<file path="config.mk">
export PLATFORM = sky130hd
export DESIGN_NAME = r2s_ctrl
export DESIGN_NICKNAME = d
export VERILOG_FILES = /design/src/rtl/core/r2s_pkg.sv /design/src/rtl/core/r2s_ctrl.sv
export SDC_FILE = /design/constraint.sdc
export NUM_CORES = 1
export LEC_CHECK = 0
export ABC_CLOCK_PERIOD_IN_PS = 2840
export BUFFER_PORTS_ARGS = -buffer_cell sky130_fd_sc_hd__buf_2
export CAP_MARGIN = 20
export CORE_AREA = 2 2 39 41
export DETAILED_ROUTE_END_ITERATION = 6
export DIE_AREA = 0 0 41 43
export REMOVE_ABC_BUFFERS = 1
export SLEW_MARGIN = 20
export SYNTH_ARGS = -nofsm -noshare
export SYNTH_HDL_FRONTEND = slang
export SYNTH_SLANG_ARGS = --single-unit
export TNS_END_PERCENT = 50
</file>
<file path="constraint.sdc">
create_clock -name clk -period 2.84 [get_ports clk]
set_input_delay 0.568 -clock clk [delete_from_list [all_inputs] [get_ports clk]]
set_output_delay 0.568 -clock clk [all_outputs]
set_load 0.02 [all_outputs]
</file>
<file path="src/rtl/core/r2s_pkg.sv">
// r2s_pkg: shared constants and controller/datapath interface types for the r2 score engine
// no dependencies
`default_nettype none

package r2s_pkg;

    localparam int DEF_MAX_PAIRS = 1024;
    localparam int SAMPLE_W      = 16;
    localparam int SCORE_W       = 32;
    localparam int PC_W          = 11;
    localparam int FRAC_W        = 16;

    typedef struct packed {
        logic capture;
        logic accumulate;
        logic mean_start;
        logic mean_take;
        logic disp_issue;
        logic quot_start;
        logic finish;
    } cmd_t;

    typedef struct packed {
        logic last;
        logic div_done;
        logic issue_done;
        logic pipe_busy;
        logic out_free;
    } sts_t;

endpackage

`default_nettype wire

</file>
<file path="src/rtl/core/r2s_ctrl.sv">
// r2s_ctrl: sequencing state machine for load, mean, dispersion pass and score divide
// depends on r2s_pkg
`default_nettype none

module r2s_ctrl
    import r2s_pkg::*;
(
    input  wire logic clk,
    input  wire logic rst_n,
    input  wire logic in_valid,
    output logic      in_stall,
    input  wire sts_t sts,
    output cmd_t      cmd
);

    typedef enum logic [2:0] {
        IDLE,
        ACC,
        MEAN_GO,
        MEAN_WAIT,
        DISP,
        QUOT_GO,
        QUOT_WAIT,
        FIN
    } state_t;

    state_t state_reg, state_next;

    always_comb
    begin
        state_next = state_reg;
        cmd        = '0;
        unique case (state_reg)
            IDLE:
            begin
                cmd.capture = in_valid;
                if (in_valid)
                begin
                    state_next = ACC;
                end
            end
            ACC:
            begin
                cmd.accumulate = 1'b1;
                state_next     = sts.last ? MEAN_GO : IDLE;
            end
            MEAN_GO:
            begin
                cmd.mean_start = 1'b1;
                state_next     = MEAN_WAIT;
            end
            MEAN_WAIT:
            begin
                if (sts.div_done)
                begin
                    cmd.mean_take = 1'b1;
                    state_next    = DISP;
                end
            end
            DISP:
            begin
                cmd.disp_issue = !sts.issue_done;
                if (sts.issue_done && !sts.pipe_busy)
                begin
                    state_next = QUOT_GO;
                end
            end
            QUOT_GO:
            begin
                cmd.quot_start = 1'b1;
                state_next     = QUOT_WAIT;
            end
            QUOT_WAIT:
            begin
                if (sts.div_done)
                begin
                    state_next = FIN;
                end
            end
            FIN:
            begin
                if (sts.out_free)
                begin
                    cmd.finish = 1'b1;
                    state_next = IDLE;
                end
            end
            default:
            begin
                state_next = IDLE;
            end
        endcase
    end

    always_ff @(posedge clk or negedge rst_n)
    begin
        if (!rst_n)
        begin
            state_reg <= IDLE;
        end
        else
        begin
            state_reg <= state_next;
        end
    end

    assign in_stall = (state_reg != IDLE);

    assert property (@(posedge clk) disable iff (!rst_n)
        cmd.finish |=> state_reg == IDLE)
        else $error("finish did not return to idle");
    assert property (@(posedge clk) disable iff (!rst_n)
        cmd.capture |=> cmd.accumulate)
        else $error("captured beat not accumulated");
    assert property (@(posedge clk) disable iff (!rst_n)
        cmd.quot_start |-> !sts.pipe_busy)
        else $error("score divide started before dispersion drained");

endmodule

`default_nettype wire

</file>
==> flow_metrics.env <==
export IMPL_status="finished, final reports clean"
export IMPL_seqCellArea_sq_um=75.1
export IMPL_via_count=257
export IMPL_ys_ff_latch=3
export IMPL_fmax_mhz=521
export IMPL_overflow=0
export IMPL_synth_top_cell_area_share_pct=30.2
export IMPL_r2r_end="state_reg[0]"
export IMPL_first_pass_iters=4
export IMPL_io_pins=16
export IMPL_final_cell_mix="buf_2 (15), nand2_1 (5), nor2_1 (5)"
export IMPL_setup_viol=0
export IMPL_drcViolationCount=0
export IMPL_cts_resized_gates=0
export IMPL_clock_root_buffer="clkbuf_4"
export IMPL_pwr_share_seq_pct=32.3
export IMPL_portBuffers=15
export IMPL_clk_pin_slew_worst_paths_ps=40
export IMPL_fp_dieW_microns=41
export IMPL_core_area_sq_um=1380
export IMPL_internal_power_uw=198
export IMPL_synth_area_leader_cell="dfrtp_1"
export IMPL_die_h_microns=43
export IMPL_wl_per_cell_microns=9.26
export IMPL_totalWireLength_microns=574
export IMPL_powerDensity_nw_per_um2=1080
export IMPL_p_comb_share_pct=47.5
export IMPL_final_period_utilization_pct=67.5
export IMPL_seq_area_frac_synth_pct=30.2
export IMPL_layout_drive_gt1_share_pct=47.8
export IMPL_floorplan_initialDensity_pct=18.0
export IMPL_sw_frac_of_total_pct=46.2
export IMPL_clock_path_buffers=2
export IMPL_die_area_sq_um=1760
export IMPL_rrSetupSlack_ps=1650
export IMPL_n_antenna_cell=0
export IMPL_antenna_found_initial=0
export IMPL_worst_setup_path_end_kind="output pin"
export IMPL_rsz0062_at_grt="no"
export IMPL_slew_headroom_pct=78.8
export IMPL_slew_viol_final=0
export IMPL_p_leak_uw=0.000181
export IMPL_track_usage_pct=8.22
export IMPL_cap_viol_max_count=0
export IMPL_postCtsHoldBufs=0
export IMPL_fin_skew_ps=0.421
export IMPL_post_route_util_pct=24.6
export IMPL_critPathArrivalTime_ps=1350
export IMPL_syn_cell_area_sq_um=249
export IMPL_postSynthAreaPerCell_sq_um=8.30
export IMPL_grt_pass1_wl_microns=897
export IMPL_syn_inst=30
export IMPL_grt_pass1_vias=255
export IMPL_cts_sinks=3
export IMPL_cts_tree="yes"
export IMPL_power_switching_uw=170
export IMPL_synthTopCellsByArea="dfrtp_1 (30%), buf_6 (9.0%), nand2_1 (7.5%)"
export IMPL_multiInputGateArea_sq_um=136
export IMPL_synthToLayoutAreaGrowth_pct=36.7
export IMPL_min_period_ps=1920
export IMPL_tightest_slew_ps=318
export IMPL_path_class="reg2out"
export IMPL_largest_reg_flops=3
export IMPL_clk_insertion_delay_late_ps=230
export IMPL_cp_start_kind="flip-flop"
export IMPL_ys_types=17
export IMPL_yosysWarnings=0
export IMPL_hold_path_class="in2async"
export IMPL_dpl_hpwl_microns=444
export IMPL_numCtsBuffers=3
export IMPL_fin_nets=55
export IMPL_layout_commonest_cell="buf_2"
export IMPL_design_area_sq_um=340
export IMPL_r2r_start="state_reg[2]"
export IMPL_setup_tns_ps=0
export IMPL_drt_initial_drc_count=7
export IMPL_pwr_share_clk_pct=20.2
export IMPL_postRouteAntennaNets=0
export IMPL_rows=14
export IMPL_critical_path_max_fanout=10
export IMPL_gp_congestion=0.737
export IMPL_ir_drop_mv=0.208
export IMPL_viasPerCell=4.15
export IMPL_reg2reg_depth=3
export IMPL_grt_max_degree=13
export IMPL_cts_htree_levels=1
export IMPL_hold_viol=0
export IMPL_cts_setup_buffers=0
export IMPL_crit_required_ps=2270
export IMPL_fillers=165
export IMPL_dpl_cell_area_sq_um=314
==> cells in the mapped netlist <==
| cell type | number |
|---|---|
| a31oi_1 | 2 |
| and3_1 | 1 |
| buf_4 | 1 |
| buf_6 | 2 |
| dfrtp_1 | 3 |
| inv_1 | 2 |
| nand2_1 | 5 |
| nand2b_1 | 1 |
| nor2_1 | 5 |
| nor2_2 | 1 |
| nor3_1 | 1 |
| nor3b_1 | 1 |
| nor4b_1 | 1 |
| o21a_1 | 1 |
| o221a_2 | 1 |
| o32ai_2 | 1 |
| or3_4 | 1 |
==> worst max-delay path: stages, from the launching register on <==
cell and delay (ps):
dfrtp_1 480, or3_4 410, nor2_2 70, buf_2 160
==> power by group through the flow <==
stage	Combinational [uW]	Clock (uW)	Sequential (uW)
5_1_grt	196	87.6	127
4_1_cts	178	78.4	118
2_1_floorplan	136	0	105
6_report	175	74.4	119
3_5_place_dp	177	0	119
3_3_place_gp	177	0	117
==> routing by layer <==
layer	track usage, %	routed length [microns]	vias to the layer above	share of wire, %
li1	-	-	137	-
met1	8.01	251	112	44
met2	10.3	270	8	47
met3	6.28	52	0	9.1
met4	8.00	0	0	0
met5	0	0	-	0
==> cell type report <==
| cell class | instances | area share [%] |
|---|---|---|
| Multi-Input combinational cell | 22 | 40.1 |
| Tap cell | 16 | 5.88 |
| Inverter | 2 | 2.21 |
| Timing Repair Buffer | 15 | 22.1 |
| Clock buffer | 4 | 7.72 |
| Sequential cell | 3 | 22.1 |
==> metrics by stage <==
step / hold slack [ps] / power [uW] / cells / setup slack (ps)
finish: 125 / 368 / 62 / 922
CTS: 116 / 375 / 62 / 917
floorplan: 272 / 241 / 27 / 965
detailed placement: 365 / 296 / 58 / 1140
global route: 104 / 410 / 62 / 832
global placement: 366 / 294 / 58 / 1130
==> how the worst max path moves through the flow <==
stage / from / end / slack (ps) / cells after the start
floorplan: sts[2] / cmd[2] / 970 / 1
detailed placement: sts[2] / cmd[2] / 1140 / 3
CTS: state_reg[0] / cmd[6] / 920 / 3
finish: state_reg[0] / cmd[6] / 920 / 3
global route: state_reg[0] / cmd[6] / 830 / 3
global placement: sts[2] / cmd[2] / 1130 / 3
==> kinds of logic after synthesis <==
logic type	count (synthesis)	share of synthesized area, %
simple gates	17	35.7
compound gates	5	19.1
buf+inv	5	15.1
flops	3	30.1
Power figures use the tool's default switching activity.
